### src/rtl/pms_pkg.sv
`timescale 1ns / 1ps
package pms_pkg;

  typedef enum logic [2:0] {
    CFG_MAX_SPEED     = 3'd0,
    CFG_MIN_SPEED     = 3'd1,
    CFG_DECAY_FACTOR  = 3'd2,
    CFG_PULL_RADIUS   = 3'd3,
    CFG_PULL_STRENGTH = 3'd4
  } cfg_idx_t;

  typedef enum logic {
    FUNC_SPAWN = 1'b0,
    FUNC_STEP  = 1'b1
  } func_t;

  typedef enum logic [5:0] {
    S_IDLE, S_VEL, S_SQX, S_SQY, S_SQMAX, S_SQMIN, S_CMP, S_LEN,
    S_RMX, S_RDX, S_RWX, S_RMY, S_RDY, S_RWY,
    S_MOVE, S_DVX, S_DVY, S_DAX, S_DAY, S_DST, S_PSY, S_PSQ, S_DIST,
    S_PM, S_PMW, S_PCX, S_PDX, S_PWX, S_PCY, S_PDY, S_PWY,
    S_AGE, S_DONE
  } state_t;

  // status of an iterative unit
  typedef struct packed {
    logic busy;
    logic done;
  } unit_stat_t;

  localparam int unsigned SQRT_STEPS = 32;
  localparam int unsigned DIV_QBITS  = 34;

  localparam logic signed [35:0] S36_MAX = 36'sd2147483647;
  localparam logic signed [35:0] S36_MIN = -36'sd2147483648;

  function automatic logic [31:0] mag32(logic signed [31:0] v);
    logic [31:0] u;
    u = v;
    return v[31] ? (~u + 32'd1) : u;
  endfunction

  function automatic logic signed [35:0] ext36(logic signed [31:0] v);
    return signed'({{4{v[31]}}, v});
  endfunction

  function automatic logic signed [35:0] apply_sign(logic neg, logic [33:0] m);
    logic signed [35:0] t;
    t = signed'({2'b00, m});
    return neg ? -t : t;
  endfunction

  function automatic logic signed [31:0] sat36(logic signed [35:0] v);
    logic signed [31:0] r;
    if (v > S36_MAX) r = 32'sh7FFFFFFF;
    else if (v < S36_MIN) r = 32'sh80000000;
    else r = v[31:0];
    return r;
  endfunction

endpackage

### src/rtl/pms_sqrt.sv
`timescale 1ns / 1ps
module pms_sqrt (
  input  logic                clk,
  input  logic                rst_n,
  input  logic                start,
  input  logic [63:0]         radicand,
  output logic [31:0]         root,
  output pms_pkg::unit_stat_t stat
);
  import pms_pkg::*;

  logic [63:0] rad_r, rad_nxt;
  logic [33:0] rem_r, rem_nxt;
  logic [31:0] root_r, root_nxt;
  logic [5:0]  cnt_r, cnt_nxt;
  logic        busy_r, busy_nxt, done_r, done_nxt;
  logic [35:0] r2, trial;

  // one result bit per cycle, two radicand bits consumed
  always_comb begin
    r2       = {rem_r, rad_r[63:62]};
    trial    = {2'b00, root_r, 2'b01};
    rad_nxt  = rad_r;
    rem_nxt  = rem_r;
    root_nxt = root_r;
    cnt_nxt  = cnt_r;
    busy_nxt = busy_r;
    done_nxt = 1'b0;
    if (start) begin
      rad_nxt  = radicand;
      rem_nxt  = '0;
      root_nxt = '0;
      cnt_nxt  = 6'(SQRT_STEPS);
      busy_nxt = 1'b1;
    end else if (busy_r) begin
      rad_nxt = {rad_r[61:0], 2'b00};
      if (r2 >= trial) begin
        rem_nxt  = 34'(r2 - trial);
        root_nxt = {root_r[30:0], 1'b1};
      end else begin
        rem_nxt  = r2[33:0];
        root_nxt = {root_r[30:0], 1'b0};
      end
      cnt_nxt = cnt_r - 6'd1;
      if (cnt_r == 6'd1) begin
        busy_nxt = 1'b0;
        done_nxt = 1'b1;
      end
    end
  end

  always_ff @(posedge clk) begin
    rad_r  <= rad_nxt;
    rem_r  <= rem_nxt;
    root_r <= root_nxt;
    cnt_r  <= cnt_nxt;
    if (!rst_n) begin
      busy_r <= 1'b0;
      done_r <= 1'b0;
    end else begin
      busy_r <= busy_nxt;
      done_r <= done_nxt;
    end
  end

  assign root      = root_r;
  assign stat.busy = busy_r;
  assign stat.done = done_r;
endmodule

### config.mk
export PLATFORM = sky130hd
export DESIGN_NAME = pms_sqrt
export DESIGN_NICKNAME = d
export VERILOG_FILES = /design/src/rtl/pms_pkg.sv /design/src/rtl/pms_sqrt.sv
export SDC_FILE = /design/constraint.sdc
export NUM_CORES = 1
export LEC_CHECK = 0
export BUFFER_PORTS_ARGS = -buffer_cell sky130_fd_sc_hd__buf_2
export CAP_MARGIN = 20
export CORE_AREA = 2 2 103 145
export DETAILED_ROUTE_END_ITERATION = 10
export DIE_AREA = 0 0 105 147
export HOLD_SLACK_MARGIN = 0.08
export PLACE_DENSITY = 0.83
export RECOVER_POWER = 100
export SLEW_MARGIN = 30
export SYNTH_ARGS = -nofsm -noshare
export SYNTH_HDL_FRONTEND = slang
export SYNTH_SLANG_ARGS = --single-unit
### constraint.sdc
create_clock -name clk -period 3.39 [get_ports clk]
set_input_delay 0.1695 -clock clk [delete_from_list [all_inputs] [get_ports clk]]
set_output_delay 0.1695 -clock clk [all_outputs]
set_load 0.005 [all_outputs]
==> results.tsv, run 1 <==
metric	value	unit
cpPeakStageDelay	0.46	ns
area_delta_synth_final	23.9	%
finalSetupViolations	0	
cp_num_buf_inv	1	
fin_nets	1034	
grtUsageTotal	27.2	%
crit_path_end_kind	flop	
layout_common_cells	buf_2, nor2_1, dfxtp_1	
clock_sinks	138	
tightest_slew	2.18	ns
reg2reg_from	root[25]	
grt.overflow.total	0	
clock_skew	0.0105	ns
ir_drop	556	uV
cts_setup_buffers	0	
cpMaxStageDelayCell	a21oi_2	
slew_headroom	-45.3	%
whs_endpoint	cnt_r[1]	
synth-edff-count	64	
reg2reg_depth	11	
ant_nets	0	
hold_class	flop to flop	
gp_congestion	0.948	
cts_tree	yes	
arrival	3.50	ns
antenna_found_initial	0	
die_x	105	um
drt_first_pass_iters	5	
drt_first_iter_violations	457	
r2r-end	rem_r[20]	
leakagePower	3.94	nW
slew_violations	45	
hold_depth	2	
worstHoldStart	cnt_r[1]	
async_flop_share	0	%
cpLargestDelayFamily	compound AO/OA/AOI/OAI gates	
rrSetupSlack	0.23	ns
required	3.73	ns
drive_gt1_share	22.2	%
io_pins	101	
final_common_cell	buf_2	
ys_types	75	
grt_pass1_wl	33.2	mm
synthCells	776	
stdcell_area	9640	sq um
violations	max-capacitance violations, max-slew violations	
grt_pass1_vias	6665	
finalCriticalPeriod	3.16	ns
clk_pin_slew	0.07	ns
fin_crit_sh	93.2	%
start_kind	flop	
clk_path_buf_depth	2	
cap_violations	1	
worstPathMaxFanout	28	
ys_warn_count	0	
via_count	6530	
avgSynthCellArea	10.0	sq um
antennaDiodeCount	0	
path_cells	inv_1 -> ha_1 -> and4_1 -> nand3_1 -> nor2b_2 -> a221oi_2 -> o211ai_2 -> a21oi_2 -> nand2_4 -> a31o_1 -> nor4_1	
placed_area	8440	sq um
netlist_area	7780	sq um
outcome	finished, violations left	
syn_nets	879	
postLayoutCoreUtil	68.0	%
htreeDepth	4	
chipHeight	147	um
p_per_area	967	nW/um^2
rsz0062_at_grt	true	
hpwl	12.8	mm
routed_via_density	5.76	
routed_wl	20.8	mm
cts_resized	0	
drc_errors	0	
num_rows	52	
path_class	flop to flop	
grt_start_max_net_pins	53	
avgRoutedWirePerCell	18.4	um
die-area	15400	sq um
ys_seq_elements	138	
synth_ff_type	dfxtp_1	
initial_utilization	54.9	%
finalHoldViolations	0	
clk_latency	0.43	ns
max_freq	317	MHz
io_buffer_count	100	
cts_buffers	17	
core	14200	sq um
seq_area_frac_synth	43.7	%
root_buffer	clkbuf_16	
## worst reg2reg max path, stage by stage, from the launching register on
cell	delay, ns
dfxtp_1	0.38
inv_1	0.06
ha_1	0.41
and4_1	0.27
nand3_1	0.15
nor2b_2	0.10
a221oi_2	0.25
o211ai_2	0.14
a21oi_2	0.46
nand2_4	0.37
a31o_1	0.28
nor4_1	0.20
## cells by family after synthesis
| group | after synthesis | share of synthesized area (%) |
|---|---|---|
| compound gates | 168 | 15.4 |
| xor+xnor | 29 | 3.26 |
| fa+ha+maj | 36 | 5.79 |
| buf+inv | 85 | 4.56 |
| flops | 138 | 43.7 |
| mux | 103 | 14.3 |
| simple gates | 217 | 12.9 |
## how the worst max path moves through the flow
stage | cells after the start | from | endpoint
detailed placement | 10 | root[9] | rem_r[20]
CTS | 10 | root[9] | rem_r[20]
global placement | 10 | root[9] | rem_r[20]
finish | 11 | root[25] | rem_r[20]
global route | 11 | root[25] | rem_r[20]
floorplan | 11 | root[4] | rem_r[21]
## what timing repair did
item,4_1_cts,5_1_grt
setup endpoints to repair,0,1
hold endpoints to repair,66,0
hold buffers,65,0
## cell type report
class	instances	area, sq um
Multi-Input combinational cell	553	4020
Inverter	44	165
Fill cell	1093	4540
Sequential cell	138	3400
Clock buffer	17	425
Tap cell	189	236
Timing Repair Buffer	177	1220
Clock inverter	15	174
## metal layers
layer / share of wire (%) / wire length, um / GRT usage (%) / up-vias
li1: - / - / - / 3125
met1: 39 / 8050 / 30.4 / 3089
met2: 52 / 10900 / 49.4 / 254
met3: 5.3 / 1100 / 5.50 / 62
met4: 3.7 / 761 / 12.3 / 0
met5: 0 / 0 / 0 / -
## power breakdown
part / leakage, nW / switching, mW / internal, mW
logic: 2.39 / 3.02 / 2.16
clock network: 0.294 / 0.845 / 1.06
registers: 1.25 / 0.215 / 2.02
total: 3.94 / 4.08 / 5.24
## cells in the mapped netlist, types with 2 or more instances
library cell  number  area, sq um
nor3_1             7         35.0
buf_2             11         55.1
and3_1             2         12.5
buf_1              3         11.3
buf_4              2         15.0
nand2_1           66          248
a21o_1            11         82.6
edfxtp_1          64         1920
o31ai_1            4         30.0
o21bai_1           7         52.6
a211oi_1           3         22.5
and2_1             5         31.3
nor2b_1            2         12.5
a32oi_1            5         43.8
or3_1              6         37.5
dfxtp_1           74         1480
xnor2_1           15          131
a221oi_2           2         30.0
mux2i_1           39          390
o21ai_0           33          165
nor4_1             3         18.8
inv_1             43          161
and4_1             3         26.3
a21oi_1           41          205
o211ai_1           4         30.0
clkbuf_1          23         86.3
nand4_1            9         56.3
a221o_1            3         30.0
mux2_2            63          709
buf_6              2         22.5
xor2_1            14          123
ha_1              36          450
o21a_1             8         60.1
nand3_1           16         80.1
o21ai_2            2         17.5
nor2_1            80          300
nand2b_1           8         50.1
a311oi_1          15          131
o31a_1             2         17.5
a31oi_1            5         31.3
## per-stage QoR
| step | setup slack, ns | cells | power, mW | hold slack, ns | TNS [ns] |
|---|---|---|---|---|---|
| 2_1_floorplan | 0.750 | 776 | 6.22 | 0.283 | 0 |
| 3_3_place_gp | 0.310 | 1036 | 7.24 | 0.399 | 0 |
| 3_5_place_dp | 0.303 | 1036 | 7.26 | 0.399 | 0 |
| 4_1_cts | 0.286 | 1133 | 9.25 | 0.191 | 0 |
| 5_1_grt | -0.0223 | 1133 | 9.92 | 0.517 | -0.0223 |
| 6_report | 0.232 | 1133 | 9.33 | 0.504 | 0 |
## state kept, by name (all words and copies together), names as in the netlist
register  flops
root         32
rem_r        34
busy_r        1
done_r        1
rad_r        64
cnt_r         6
No activity file was read; power rests on OpenSTA's default activity.
==> run 2, diff against run 1 <==
Clock period 3.39 ns to 4 ns, I/O delays scaled along.
==> run 2 against run 1 <==
Compared with the run above: the run still ends with max-capacitance violations, max-slew violations left; maximum frequency fell by 6.0%; largest power group unchanged; final area is 2.6% lower; first-iteration DRC count grew 7.0%; clock-buffer cell count stayed put; non-clock buffer count shrank 29; clock power fell by 12%.
==> results.tsv, run 2 (synthesis gave the netlist of run 1 again) <==
metric	value	unit
p_per_area	837	nW/um^2
core	14200	sq um
grt_pass1_vias	6625	
leakagePower	3.84	nW
tightest_slew	2.30	ns
rrSetupSlack	0.64	ns
finalCriticalPeriod	3.36	ns
cts_setup_buffers	0	
initial_utilization	54.9	%
clk_latency	0.43	ns
finalSetupViolations	0	
clk_path_buf_depth	2	
finalHoldViolations	0	
antennaDiodeCount	0	
required	4.33	ns
fin_nets	1005	
grtUsageTotal	26.6	%
ir_drop	478	uV
via_count	6496	
antenna_found_initial	0	
die_x	105	um
io_pins	101	
num_rows	52	
clock_skew	0.00883	ns
rsz0062_at_grt	false	
cts_resized	0	
clock_sinks	138	
grt_pass1_wl	32.8	mm
postLayoutCoreUtil	66.2	%
gp_congestion	0.958	
htreeDepth	4	
chipHeight	147	um
drt_first_iter_violations	489	
max_freq	298	MHz
avgRoutedWirePerCell	18.4	um
io_buffer_count	100	
fin_crit_sh	84.0	%
grt_start_max_net_pins	78	
reg2reg_depth	11	
slew_headroom	-53.0	%
routed_via_density	5.88	
ant_nets	0	
grt.overflow.total	0	
worstPathMaxFanout	25	
area_delta_synth_final	20.7	%
outcome	finished, violations left	
arrival	3.69	ns
nFillCells	1135	
top_register	rad_r	
clk_pin_slew	0.07	ns
setup_tns	0	ns
cap_violations	2	
slew_violations	118	
drc_errors	0	
hold_depth	2	
final_common_cell	buf_2	
die-area	15400	sq um
hpwl	12.6	mm
routed_wl	20.3	mm
crit_path_end_kind	flop	
layout_common_cells	buf_2, nor2_1, dfxtp_1	
violations	max-capacitance violations, max-slew violations	
root_buffer	clkbuf_16	
start_kind	flop	
drive_gt1_share	22.3	%
cts_tree	yes	
path_class	flop to flop	
dp_slack	0.881	ns
dp.cells	1028	
stdcell_count	1104	
cts_buffers	17	
hold_class	primary input to flop	
timing.final.ws_setup	0.641	ns
cts_hold_buf	44	
largest_reg_flops	64	
drt_first_pass_iters	5	
run 2: layout make-up:
class | count | area, sq um | area share [%]
inverters | 44 | 165 | 1.76
multi-input cells | 553 | 4010 | 42.7
clock inverters | 15 | 188 | 2.00
well taps | 189 | 236 | 2.52
flip-flops and latches | 138 | 3400 | 36.2
repair buffers | 148 | 967 | 10.3
clock buffers | 17 | 425 | 4.53
run 2: per-stage QoR:
stage,power (mW),area [sq um],hold WS [ns]
after floorplan,5.27,7780,0.314
after global placement,6.01,8380,0.444
final,7.86,9400,0.0873
after detailed placement,6.07,8380,0.448
after CTS,7.78,9430,0.0802
after global routing,8.35,9400,0.0848
run 2: where the power goes:
part | leakage [nW] | switching (mW) | internal, mW
logic | 2.29 | 2.58 | 1.73
clock network | 0.301 | 0.713 | 0.956
registers | 1.25 | 0.168 | 1.71
total | 3.84 | 3.46 | 4.40
run 2: worst max-delay path, cell delays in order (launching register included):
cell and delay (ns):
dfxtp_1 0.37, inv_1 0.06, ha_1 0.43, nand4_1 0.26
nor4_2 0.42, nor2b_1 0.37, a221oi_2 0.10, o211ai_1 0.16
a21o_1 0.29, nor2_4 0.19, or3_1 0.39, a311oi_1 0.21
run 2: path summary, 6_finish.rpt:
path / start / end
min: radicand[32] / rad_r[32]
max reg2reg: root[27] / rem_r[26]
min reg2reg: rem_r[13] / rem_r[13]
max: root[27] / rem_r[26]
run 2: routing by layer:
layer  share of wire [%]  wire [um]  GRT usage [%]  vias to the layer above
met5                   0          0              0                        -
met4                 3.3        668           12.0                        0
met3                 5.6       1140           4.70                       55
met2                  53      10700           48.4                      254
met1                  38       7790           30.1                     3108
li1                    -          -              -                     3079
