`src/rtl/pms_pkg.sv`:
```
`timescale 1ns / 1ps
package pms_pkg;

  typedef enum logic [2:0] {
    CFG_MAX_SPEED     = 3'd0,
    CFG_MIN_SPEED     = 3'd1,
    CFG_DECAY_FACTOR  = 3'd2,
    CFG_PULL_RADIUS   = 3'd3,
    CFG_PULL_STRENGTH = 3'd4
  } cfg_idx_t;

  typedef enum logic {
    FUNC_SPAWN = 1'b0,
    FUNC_STEP  = 1'b1
  } func_t;

  typedef enum logic [5:0] {
    S_IDLE, S_VEL, S_SQX, S_SQY, S_SQMAX, S_SQMIN, S_CMP, S_LEN,
    S_RMX, S_RDX, S_RWX, S_RMY, S_RDY, S_RWY,
    S_MOVE, S_DVX, S_DVY, S_DAX, S_DAY, S_DST, S_PSY, S_PSQ, S_DIST,
    S_PM, S_PMW, S_PCX, S_PDX, S_PWX, S_PCY, S_PDY, S_PWY,
    S_AGE, S_DONE
  } state_t;

  // status of an iterative unit
  typedef struct packed {
    logic busy;
    logic done;
  } unit_stat_t;

  localparam int unsigned SQRT_STEPS = 32;
  localparam int unsigned DIV_QBITS  = 34;

  localparam logic signed [35:0] S36_MAX = 36'sd2147483647;
  localparam logic signed [35:0] S36_MIN = -36'sd2147483648;

  function automatic logic [31:0] mag32(logic signed [31:0] v);
    logic [31:0] u;
    u = v;
    return v[31] ? (~u + 32'd1) : u;
  endfunction

  function automatic logic signed [35:0] ext36(logic signed [31:0] v);
    return signed'({{4{v[31]}}, v});
  endfunction

  function automatic logic signed [35:0] apply_sign(logic neg, logic [33:0] m);
    logic signed [35:0] t;
    t = signed'({2'b00, m});
    return neg ? -t : t;
  endfunction

  function automatic logic signed [31:0] sat36(logic signed [35:0] v);
    logic signed [31:0] r;
    if (v > S36_MAX) r = 32'sh7FFFFFFF;
    else if (v < S36_MIN) r = 32'sh80000000;
    else r = v[31:0];
    return r;
  endfunction

endpackage

```
`src/rtl/pms_div.sv`:
```
`timescale 1ns / 1ps
module pms_div (
  input  logic                clk,
  input  logic                rst_n,
  input  logic                start,
  input  logic [63:0]         dividend,
  input  logic [31:0]         divisor,
  output logic [33:0]         quotient,
  output pms_pkg::unit_stat_t stat
);
  import pms_pkg::*;

  // quotient fits in 34 bits for every use, so the top of the dividend
  // starts below the divisor
  logic [31:0] rem_r, rem_nxt;
  logic [33:0] quo_r, quo_nxt;
  logic [31:0] dvs_r, dvs_nxt;
  logic [5:0]  cnt_r, cnt_nxt;
  logic        busy_r, busy_nxt, done_r, done_nxt;
  logic [32:0] t;

  always_comb begin
    t        = {rem_r, quo_r[33]};
    rem_nxt  = rem_r;
    quo_nxt  = quo_r;
    dvs_nxt  = dvs_r;
    cnt_nxt  = cnt_r;
    busy_nxt = busy_r;
    done_nxt = 1'b0;
    if (start) begin
      rem_nxt  = {2'b00, dividend[63:34]};
      quo_nxt  = dividend[33:0];
      dvs_nxt  = divisor;
      cnt_nxt  = 6'(DIV_QBITS);
      busy_nxt = 1'b1;
    end else if (busy_r) begin
      if (t >= {1'b0, dvs_r}) begin
        rem_nxt = 32'(t - {1'b0, dvs_r});
        quo_nxt = {quo_r[32:0], 1'b1};
      end else begin
        rem_nxt = t[31:0];
        quo_nxt = {quo_r[32:0], 1'b0};
      end
      cnt_nxt = cnt_r - 6'd1;
      if (cnt_r == 6'd1) begin
        busy_nxt = 1'b0;
        done_nxt = 1'b1;
      end
    end
  end

  always_ff @(posedge clk) begin
    rem_r <= rem_nxt;
    quo_r <= quo_nxt;
    dvs_r <= dvs_nxt;
    cnt_r <= cnt_nxt;
    if (!rst_n) begin
      busy_r <= 1'b0;
      done_r <= 1'b0;
    end else begin
      busy_r <= busy_nxt;
      done_r <= done_nxt;
    end
  end

  assign quotient  = quo_r;
  assign stat.busy = busy_r;
  assign stat.done = done_r;
endmodule

```
`config.mk`:
```
export PLATFORM = sky130hd
export DESIGN_NAME = pms_div
export DESIGN_NICKNAME = d
export VERILOG_FILES = /design/src/rtl/pms_pkg.sv /design/src/rtl/pms_div.sv
export SDC_FILE = /design/constraint.sdc
export NUM_CORES = 1
export LEC_CHECK = 0
export ABC_AREA = 1
export BUFFER_PORTS_ARGS = -buffer_cell sky130_fd_sc_hd__buf_2
export CORE_MARGIN = 2
export CORE_UTILIZATION = 50
export CTS_BUF_LIST = sky130_fd_sc_hd__clkbuf_16
export CTS_CLUSTER_SIZE = 28
export DETAILED_ROUTE_END_ITERATION = 8
export GPL_TIMING_DRIVEN = 0
export PLACE_DENSITY = 0.7
export SLEW_MARGIN = 0
export SYNTH_ARGS = -nofsm -noshare
export SYNTH_HDL_FRONTEND = slang
export SYNTH_SLANG_ARGS = --single-unit
```
`constraint.sdc`:
```
create_clock -name clk -period 4.46 [get_ports clk]
set_input_delay 0.892 -clock clk [delete_from_list [all_inputs] [get_ports clk]]
set_output_delay 0.892 -clock clk [all_outputs]
set_load 0.005 [all_outputs]
```
==> run summary, run 1 <==
The run finished with clean final reports. The global-route wire length before repair is 30560 um. The overall overflow remaining after global route is 0. In this run the critical register-to-register path is captured at rem_r[22]. The total number of vias is 6248.

The number of antenna cells inserted is 0. After synthesis, the cell types taking the most area are edfxtp_1 39%, nand2_1 19%, inv_1 7.2%, ha_1 5.8%, nand3b_1 3.8%. The worst hold path terminates at rem_r[31]. The number of enable-type register cells in the synthesized netlist is 96.

After the first detailed-routing iteration, the DRC count stood at around 360. The tightest hold path in the finished design has a slack of between 0.4 and 0.5 ns. Of all nets on the critical path, the largest fanout is 33. The TritonCTS clock tree is done. The proportion of register bits with asynchronous set or reset after synthesis came out at 0%. Timing would allow up to around 0.35 GHz. The final clock skew is approximately 0.016 ns. The final-stage net count is 1231. The sort of element at the start of the critical path is a primary input. The worst setup path is captured at a flop. Fill cells in the final layout number about 1400. nand2_1 is the most common cell in the netlist.

The final wirelength came out at approximately 19000 um. The utilization after layout came out at 59.14%. The most used flip-flop cell after synthesis is edfxtp_1. The path class of the tightest hold or removal check is flop to flop. The sequential element share of the synthesized area came out at a little over two fifths. In this run, synthesis produced a sequential element count of approximately 110. The layout-stage area growth over the synthesis result came out at 16.37%. Synthesis produced a netlist whose cell count is 951. The register area is ~3100 sq um. Cells with a size suffix above 1 make up 21.60% of the layout. The area of all placed cells without fillers came out at between 8000 and 9000 sq um. The number of hold violations in the final report came out at 0. The max-slew violation count came out at 0. The worst hold path stage count came out at 2. For this design the static power due to leakage is 4.453 nW.

The power per cell area is roughly 440 nW/um^2. The total track usage is approximately a quarter. The via count of the first global-routing pass came to between 6000 and 7000. The number of CTS-inserted buffers came out at 9. The accumulated negative setup slack is 0 ns. The biggest area contributor in the post-synthesis netlist is edfxtp_1. The number of remaining DRC errors came out at 0. The area of combinational cells with multiple inputs came out at between 3000 and 4000 sq um. The relative slew slack is about 43%. The post-synthesis cell type count is 40.

The number of optimization iterations in the first detailed-route pass is 4. Once placement finished, the instance area stood at just over 8000 sq um. The die boundary width came out at 125.1 um.

The clock tree synthesis step divided the H-tree into 3 levels. At the worst endpoint, the arrival time is ~3.1 ns. The endpoint required time on the critical path came out at 4.69 ns. The number of antenna violations at the first check in global routing is 0.

The chip height came out at ~130 um. The internal reg-to-reg setup slack is around 1.9 ns. The HPWL after detailed placement is around 14000 um. The pin count of the biggest net entering global routing came out at 44.

Dividing the synthesized area by the synthesized cell count gives 7.708 sq um. For this configuration, the core starts out at a cell density of around half. The CTS sink count is 106. The number of buffer cells added on primary ports came out at ~130. The number of post-CTS setup repair buffers came out at 0. The number of cells on the worst reg-to-reg path is 16. In this run the critical register-to-register path is launched from quotient[33]. The clock-pin slew of the registers on the worst-case setup and hold paths is roughly 0.080 ns. The final cycle utilization of the critical path came out at between 60% and 70%. The most critical setup path has its startpoint at start.

Setup repair after global routing left no endpoint under its margin. The clock latency reported for the late side of the worst-skew pair came out at roughly 0.37 ns. The number of max-cap violations is 0. The initialized floorplan defines 44 standard-cell rows.

The commonest cells after synthesis are 373 x nand2_1, 140 x inv_1, 96 x edfxtp_1. The boundary pin count came out at between 100 and 150. The count of antenna-violating nets left after detailed routing is 0. The number of gates resized after CTS came out at 0. The synthesized cell area is between 7000 and 8000 sq um. The worst-case IR drop observed on VDD is approximately 270 uV.

The core area is about 14000 sq um. The number of setup violations in the final report came out at 0. The slew of the pin with the lowest slew margin is ~0.86 ns. After detailed routing, the average wire length per cell comes to around 15 um.

In this run the most critical hold path is launched from rem_r[31]. The share of Yosys cell area claimed by the top area cell type is about two fifths. The shortest clock period the worst path allows after layout is roughly 2.9 ns. After detailed routing, the number of vias per cell comes to a little under 5. The number of buffers on the longest clock path is 2. The tree is rooted in a clkbuf_16.

The count of hold-fix buffers inserted at cts came out at 0. The die footprint is between 15000 and 20000 sq um. The number of synthesis warnings came out at 0.

The number of nets handed over by synthesis was ~1100. By startpoint and endpoint, the worst setup path is classified as primary input to flop. The weighted congestion reported at the end of routability-driven placement came out at 0.9174.
metrics by stage:
stage               power [mW]  std cells  setup slack (ns)
finish                   3.717       1286             1.567
global route             3.999       1286             1.425
CTS                      3.730       1286             1.538
detailed placement       2.942       1270             1.166
global placement         2.926       1269           0.07871
floorplan                2.533        951             1.588
per-layer routing:
metal	wire, um	track usage (%)	vias up	share of wire (%)
met5	0	0	-	0
met4	272	5.294	0	1.4
met3	1138	6.333	15	6.1
met2	8616	40.98	155	46
met1	8740	32.49	2783	47
li1	-	-	3295	-
report_power, final:
group          internal (mW)  switching [mW]  leakage (nW)
Clock                  0.385           0.400         0.141
Sequential              1.25          0.0644          1.05
Combinational          0.617            1.00          3.26
Total                   2.25            1.47          4.45
flip-flops by register name, summed over array words and instances, names as in the netlist:
signal	flops
busy_r	1
cnt_r	6
done_r	1
dvs_r	32
quotient	34
rem_r	32
cell type report:
class | instances | area share, %
plain buffers | 26 | 2.171
well taps | 184 | 2.699
inverters | 144 | 6.336
clock buffers | 9 | 2.640
multi-input cells | 675 | 41.29
repair buffers | 135 | 8.096
flip-flops and latches | 106 | 36.14
clock inverters | 7 | 0.6307
how the worst max path moves through the flow:
stage,to,depth (start not counted)
finish,rem_r[0],6
CTS,rem_r[0],6
detailed placement,rem_r[0],6
floorplan,quotient[0],3
global route,rem_r[2],6
global placement,rem_r[14],4
logic make-up after synthesis:
| kind of cell | share of synthesized area [%] |
|---|---|
| AOI/OAI and AO/OA | 2.953 |
| and+or+nand+nor | 36.99 |
| adders and majority gates | 6.076 |
| DFF | 42.05 |
| buffers and inverters | 9.899 |
| xor gates and xnor gates | 2.031 |
layout by cell type, fill, tap and decap left out, drive strengths merged:
cell / instances
nand4: 3
nand3b: 37
o21bai: 4
inv: 147
a21o: 1
fa: 1
dfxtp: 10
nor2: 50
a22oi: 1
nor3: 7
buf: 152
nand3: 66
clkbuf: 18
clkinv: 4
or2: 1
a31oi: 1
ha: 34
nand2: 414
o21ai: 6
xnor2: 17
nor4: 2
and2: 3
a21oi: 24
edfxtp: 96
and3: 3
critical path: stages:
cell	delay, ns
buf_2	0.65
clkbuf_1	0.33
clkbuf_1	0.52
clkbuf_1	0.47
nand2_1	0.13
nand2_1	0.10
No activity file was read; power rests on OpenSTA's default activity.
==> run 2: changes to the inputs <==
==> constraint.sdc (replaced) <==
create_clock -name clk -period 2.73 [get_ports clk]
set_input_delay 0.546 -clock clk [delete_from_list [all_inputs] [get_ports clk]]
set_output_delay 0.546 -clock clk [all_outputs]
set_load 0.005 [all_outputs]
==> run 2 against run 1 <==
Net effect:
- sequential power is 63% higher
- critical path depth rose by 4
- clock power rose by 63%
- largest cell class unchanged
- cell count did not move
- core utilization rose by 0.052 points
- worst hold slack worse by 0.13 ns
- clock-buffer cell count stayed put
- setup slack got worse by 1.4 ns
- total power grew 64%
- via count rose by 0.22%
- largest power group unchanged
- global-route usage stayed put
- combinational power increased by 64%
==> run summary, run 2 (synthesized netlist as in run 1, its figures left out) <==
The endpoint identified for the worst register-to-register timing path is rem_r[28]. The slew of the pin with the lowest slew margin is about 0.86 ns. The worst ir drop on vdd is approximately 440 uV. The final standard cell count with taps included and fillers excluded is ~1300. The flow ran to the end, and the final reports show no timing, DRC or antenna violations. The chip height is about 130 um.

The tree is rooted in a clkbuf_16. Relative to the synthesized area, the layout overhead comes to 16.47%. In this run the register-to-register setup slack is about 0.17 ns. In the layout the commonest cells are 372 x nand2_1, 141 x buf_2, 140 x inv_1, 96 x edfxtp_1, 50 x nand3_1. The count of antenna-violating nets left after detailed routing came out at 0.

For the worst setup path, the data arrival time is 2.68 ns. The register with the most flip-flops in the layout has 34 of them. Final hold analysis gives a worst-case slack of 0.3452 ns.

The relative slew slack is 42.95%. The global-route wire length before repair is approximately 31000 um. The number of CTS-inserted buffers came out at 9. The die boundary width is around 130 um.

The utilization after layout came out at about three fifths. The critical path in this run is classified as flop to flop. After routing the design area is about 8500 sq um. After layout, the design draws a total of about 6.1 mW.

The weighted congestion reported at the end of routability-driven placement came out at 0.9174. The final cycle utilization of the critical path came out at a little over nine tenths. For this run, design rule violations remaining after detail routing come to 0.

The max-slew violation count is 0. The worst hold path stage count came out at 1. The floorplan row count is 44. Setup repair after global routing left no endpoint under its margin. Summed over all nets, the half-perimeter wirelength after detailed placement is roughly 14000 um. Using the TritonRoute via totals, the vias-per-cell ratio works out to 4.869.

The final clock skew is roughly 0.016 ns. The die footprint came out at around 16000 sq um. The boundary pin count is 135.

The count of H-tree levels built during CTS is 3. The clock-pin slew of the registers on the worst-case setup and hold paths came out at 0.09 ns. The layout filler cell count came out at about 1400.

The final wirelength is 18750 um. The total track usage is 24.56%. The reg-to-reg startpoint is rem_r[25]. The total number of vias came out at 6262.

The average wire length per cell after detail routing is between 10 and 15 um. The number of setup violations in the final report came out at 0. The number of antenna violations at the first check in global routing is 0. The startpoint identified for the worst hold timing path is divisor[23]. The final-stage net count came out at around 1200. Entering global routing, the biggest net connects 44 pins. The largest fanout on the critical path is 10. The kind of capture point of the worst setup path is a flop. The number of optimization iterations in the first detailed-route pass is 7. The number of buffers on the longest clock path came out at 2. The initial core utilization came out at about half.

The path with the worst hold slack has its endpoint at dvs_r[23]. The total cell area at the placement stage came out at 8252 sq um. The core area came out at ~14000 sq um. After detailed placement, the design holds a cell count of ~1300. The number of hold violations in the final report is 0.

The total overflow left after global routing is 0. STA classifies the critical path startpoint as a flop. The maximum achievable frequency is just under 0.4 GHz. Subtracting the final worst setup slack from the clock period gives between 2 and 3 ns. The via count of the first global-routing pass is between 6000 and 7000.

The number of buffer cells added on primary ports came out at 134. The power per cell area is 711.8 nW/um^2. The endpoint required time on the critical path is ~2.9 ns.

The number of cells on the worst reg-to-reg path came out at 10. Leaving out fill and tap cells, the most frequent cell in the layout is nand2_1. The tree built by TritonCTS fans out to roughly 110 sinks. In this run the static leakage power is 4.458 nW. The tightest min-delay check is of the primary input to flop type. The clock latency reported for the late side of the worst-skew pair is 0.37 ns. The fraction of layout instances using a drive strength above 1 came out at 21.78%.

The number of DRC markers in iteration 0 came out at roughly 380. The number of antenna cells inserted came out at 0. The number of max-cap violations came out at 0.

TritonCTS built the clock tree.
==> run 2: cell counts in the layout (fill, tap and decap cells not counted) <==
No cell type changed its count.
==> run 2: worst max-delay path: stages, from the launching register on <==
cell and delay, ns:
edfxtp_1 0.39, ha_1 0.37, a21oi_1 0.25, nor2_1 0.08
nor2_2 0.14, o21ai_1 0.12, a21oi_4 0.27, buf_2 0.38
nand3b_1 0.16, nand3_2 0.10, nand2_1 0.05
==> run 2: where the power goes <==
part,switching [mW],total (mW),internal [mW]
clock network,0.655,1.28,0.629
registers,0.104,2.14,2.04
logic,1.64,2.65,1.01
==> run 2: timing repair <==
item / in CTS / in global routing
setup endpoints to repair: 0 / 3
buffers inserted: 0 / 0
resized for setup: 0 / 2
hold buffers: 0 / 0
==> run 2: how the worst max path moves through the flow <==
stage                 startpoint          end  depth (start not counted)
global placement           start    rem_r[14]                          4
finish                 rem_r[25]    rem_r[28]                         10
detailed placement         start     rem_r[0]                          6
floorplan                  start  quotient[0]                          3
global route               start     rem_r[2]                          6
CTS                 quotient[33]    rem_r[22]                         16
==> run 2: area by class of cell <==
cell class                      count  area (sq um)  share of cell area, %
Buffer                             26         185.2                  2.169
Clock buffer                        9         225.2                  2.638
Clock inverter                      7         53.80                 0.6301
Inverter                          144         540.5                  6.331
Multi-Input combinational cell    675          3530                  41.34
Sequential cell                   106          3083                  36.11
Tap cell                          184         230.2                  2.696
Timing Repair Buffer              135         690.7                  8.089
==> run 2: through the flow <==
step | worst slack (ns) | setup TNS (ns)
after floorplan | 0.2040 | 0
after detailed placement | -0.2184 | -11.93
after global placement | -1.305 | -86.40
final | 0.1653 | 0
after CTS | 0.1507 | 0
after global routing | 0.04099 | 0
==> run 2: metal layers <==
| metal | up-vias | wire length, um | track usage [%] |
|---|---|---|---|
| li1 | 3293 | - | - |
| met1 | 2792 | 8655 | 32.49 |
| met2 | 161 | 8610 | 40.98 |
| met3 | 16 | 1194 | 6.333 |
| met4 | 0 | 289 | 5.294 |
| met5 | - | 0 | 0 |
==> run 3: changes to the inputs <==
--- a/config.mk
+++ b/config.mk
@@ -13,7 +13,7 @@
 export CTS_CLUSTER_SIZE = 28
 export DETAILED_ROUTE_END_ITERATION = 8
 export GPL_TIMING_DRIVEN = 0
-export PLACE_DENSITY = 0.7
+export PLACE_DENSITY = 0.73
 export SLEW_MARGIN = 0
 export SYNTH_ARGS = -nofsm -noshare
 export SYNTH_HDL_FRONTEND = slang
==> constraint.sdc (replaced) <==
create_clock -name clk -period 2.1 [get_ports clk]
set_input_delay 0.42 -clock clk [delete_from_list [all_inputs] [get_ports clk]]
set_output_delay 0.42 -clock clk [all_outputs]
set_load 0.005 [all_outputs]
==> run 3 against run 2 <==
Net effect:
- the run now ends with setup timing left
- sequential power increased by 34%
- setup slack got worse by 0.40 ns
- via count increased by 12%
- core utilization increased by 12 points
- routed wire length increased by 19%
- final area increased by 20%
- total power increased by 64%
- critical path depth increased by 6
- register-to-register slack got worse by 0.40 ns
- first-iteration DRC count increased by 20%
- flip-flop and latch count unchanged
==> run summary, run 3 (synthesized netlist as in run 1, its figures left out) <==
The run finished, with violations left. The final reports fail on setup timing. The area of all placed cells without fillers came out at between 10000 and 15000 sq um.

The first global-routing pass estimated roughly 35000 um of wire. The final clock skew came out at around 0.016 ns. In the post-route analysis, the smallest setup slack over all paths is -0.2394 ns. The HPWL after detailed placement came out at between 10000 and 15000 um. STA puts the critical path data required time at between 2 and 2.5 ns.

The flip-flop count of the largest register, all copies and words added came out at 34. The number of antenna violations at the first check in global routing is 0. The total cell area at the placement stage came out at 8299 sq um. The floorplan step set the die height to between 100 and 150 um. TritonCTS built the clock tree. The final standard cell count with taps included and fillers excluded is between 1000 and 1500. The worst setup path is launched from a flop. The worst-case setup slack after placement is -0.7946 ns.

Setup repair after global routing could not meet its margin everywhere. The floorplan has 44 rows. The number of buffers on the longest clock path came out at 2. The worst ir drop on vdd is ~500 uV. In the final layout, the share of cells above drive strength 1 is roughly two fifths. The number of CTS-inserted buffers came out at 9.

The core area is roughly 14000 sq um. The static leakage came out at between 5 and 6 nW. The type of the most critical hold path is primary input to flop. The type of the worst setup path is flop to flop. The cell total after placement is 1271.

The via count of the first global-routing pass is ~6900. For hold timing, the worst endpoint is dvs_r[31]. For this design the top-level I/O count stands at roughly 140. The clock-pin slew of the registers on the worst-case setup and hold paths is 0.08 ns. The number of hold violations in the final report was 0. The buffer cell driving the clock tree root is clkbuf_16.

The number of buffer cells added on primary ports is 134. The reg-to-reg startpoint is rem_r[3]. The average wire length per cell after detail routing is roughly 17 um. The total track usage came out at about 28%. Across all hold checks on the routed design, the worst slack comes to about 0.22 ns. The initial core utilization is about half. The clock tree synthesis step divided the H-tree into 3 levels.

The clock latency reported for the late side of the worst-skew pair is roughly 0.37 ns. The maximum achievable frequency is 0.4275 GHz. The filler cells instantiated in the layout total between 1000 and 1500. The library cell used most frequently in the layout, excluding fill and tap cells, is nand2_1. Entering global routing, the biggest net connects 34 pins. The endpoint identified for the worst register-to-register timing path is rem_r[3]. The die covers roughly 16000 sq um. The layout-stage area growth over the synthesis result came out at 39.61%. The final cycle utilization of the critical path came out at 111.4%. The max-slew violation count is 0. The CTS sink count came out at roughly 110. The congestion estimate from routability-driven global placement came to 0.9475. Dividing the detail-routed via count by the number of cells gives approximately 5.2.

The number of optimization iterations in the first detailed-route pass came out at 5. In the routed design, unresolved DRC markers number 0. The utilization after layout came out at 70.96%. The slew of the pin with the lowest slew margin came out at roughly 0.52 ns. The data arrival time at the worst-slack endpoint came out at ~2.5 ns.

The count of antenna-violating nets left after detailed routing came out at 0. The largest fanout on the critical path came out at 6. The total overflow left after global routing is 0. For this block, the initial DRC count from the detailed router was ~450. The launch instance of the worst min-delay path is divisor[31]. The final wirelength came out at approximately 22000 um. In the layout the commonest cells are 323 x nand2_1, 137 x buf_2, 130 x inv_1, 96 x edfxtp_1, 68 x nand2_2. Dividing total power by cell area gives a power density of slightly below 1000 nW/um^2. Across all register-to-register paths, the minimum setup slack is -0.24 ns.

For the worst flop-to-flop path, the logic depth is 16. The die boundary width is ~130 um. The final-stage net count came out at 1290.

The number of setup violations in the final report is 33. The shortest clock period the worst path allows after layout is between 2 and 2.5 ns. The relative slew slack is approximately 65%. The worst setup path is captured at a flop. The total number of vias is roughly 7000.

Counting instances, the worst hold path has a depth of 1. The count of hold-fix buffers inserted at cts came out at 0. Max-cap violations in this run came to 0. The number of antenna cells inserted is 0.
## run 3: worst max path at each step
stage / startpoint / endpoint / slack (ns)
final: rem_r[3] / rem_r[3] / -0.24
after global placement: start / rem_r[15] / -1.09
after floorplan: quotient[33] / rem_r[16] / 0.03
after CTS: rem_r[23] / rem_r[29] / -0.15
after detailed placement: start / rem_r[3] / -0.79
after global routing: quotient[33] / rem_r[22] / -0.28
## run 3: per-stage QoR
stage          total power [mW]  setup TNS (ns)
6_report                  9.952          -5.197
5_1_grt                   10.48          -7.635
4_1_cts                   9.364          -3.175
3_5_place_dp              6.272          -60.29
3_3_place_gp              6.211         -101.93
2_1_floorplan             5.385               0
## run 3: final cells by class
cell class	instances	area [sq um]	share of cell area, %
multi-input cells	675	4529	44.25
flip-flops and latches	106	3083	30.12
repair buffers	195	1325	12.95
inverters	144	546.8	5.342
clock buffers	10	250.2	2.445
well taps	184	230.2	2.249
plain buffers	25	226.5	2.213
clock inverters	6	43.79	0.4279
## run 3: what timing repair did
action,4_1_cts,5_1_grt
endpoints found under the setup margin,79,33
hold endpoints to repair,0,0
pin swaps,45,49
gates cloned,5,0
setup buffers,41,16
gates resized for setup,143,75
## run 3: layer usage
| metal | vias up | wire length, um | track usage (%) |
|---|---|---|---|
| met5 | - | 0 | 0 |
| met4 | 0 | 865 | 9.935 |
| met3 | 61 | 1647 | 7.488 |
| met2 | 273 | 10740 | 47.99 |
| met1 | 3250 | 9115 | 34.15 |
| li1 | 3415 | - | - |
## run 3: worst max-delay path: stages, from the launching register on
cell      delay (ns)
edfxtp_1        0.44
ha_4            0.36
nand2_4         0.09
inv_2           0.07
nand2_2         0.06
nand2_2         0.07
nand2_2         0.06
nand3_4         0.10
nand2_4         0.06
nand3_4         0.11
nand2_8         0.10
nand2_8         0.13
buf_12          0.12
buf_16          0.13
nand2_2         0.05
nand3_1         0.08
nand2_1         0.07
## run 3: report_power, final
group          leakage, nW  internal (mW)  switching (mW)
Clock                0.147          0.888           0.854
Combinational         3.88           2.43            2.92
Sequential            1.05           2.65           0.205
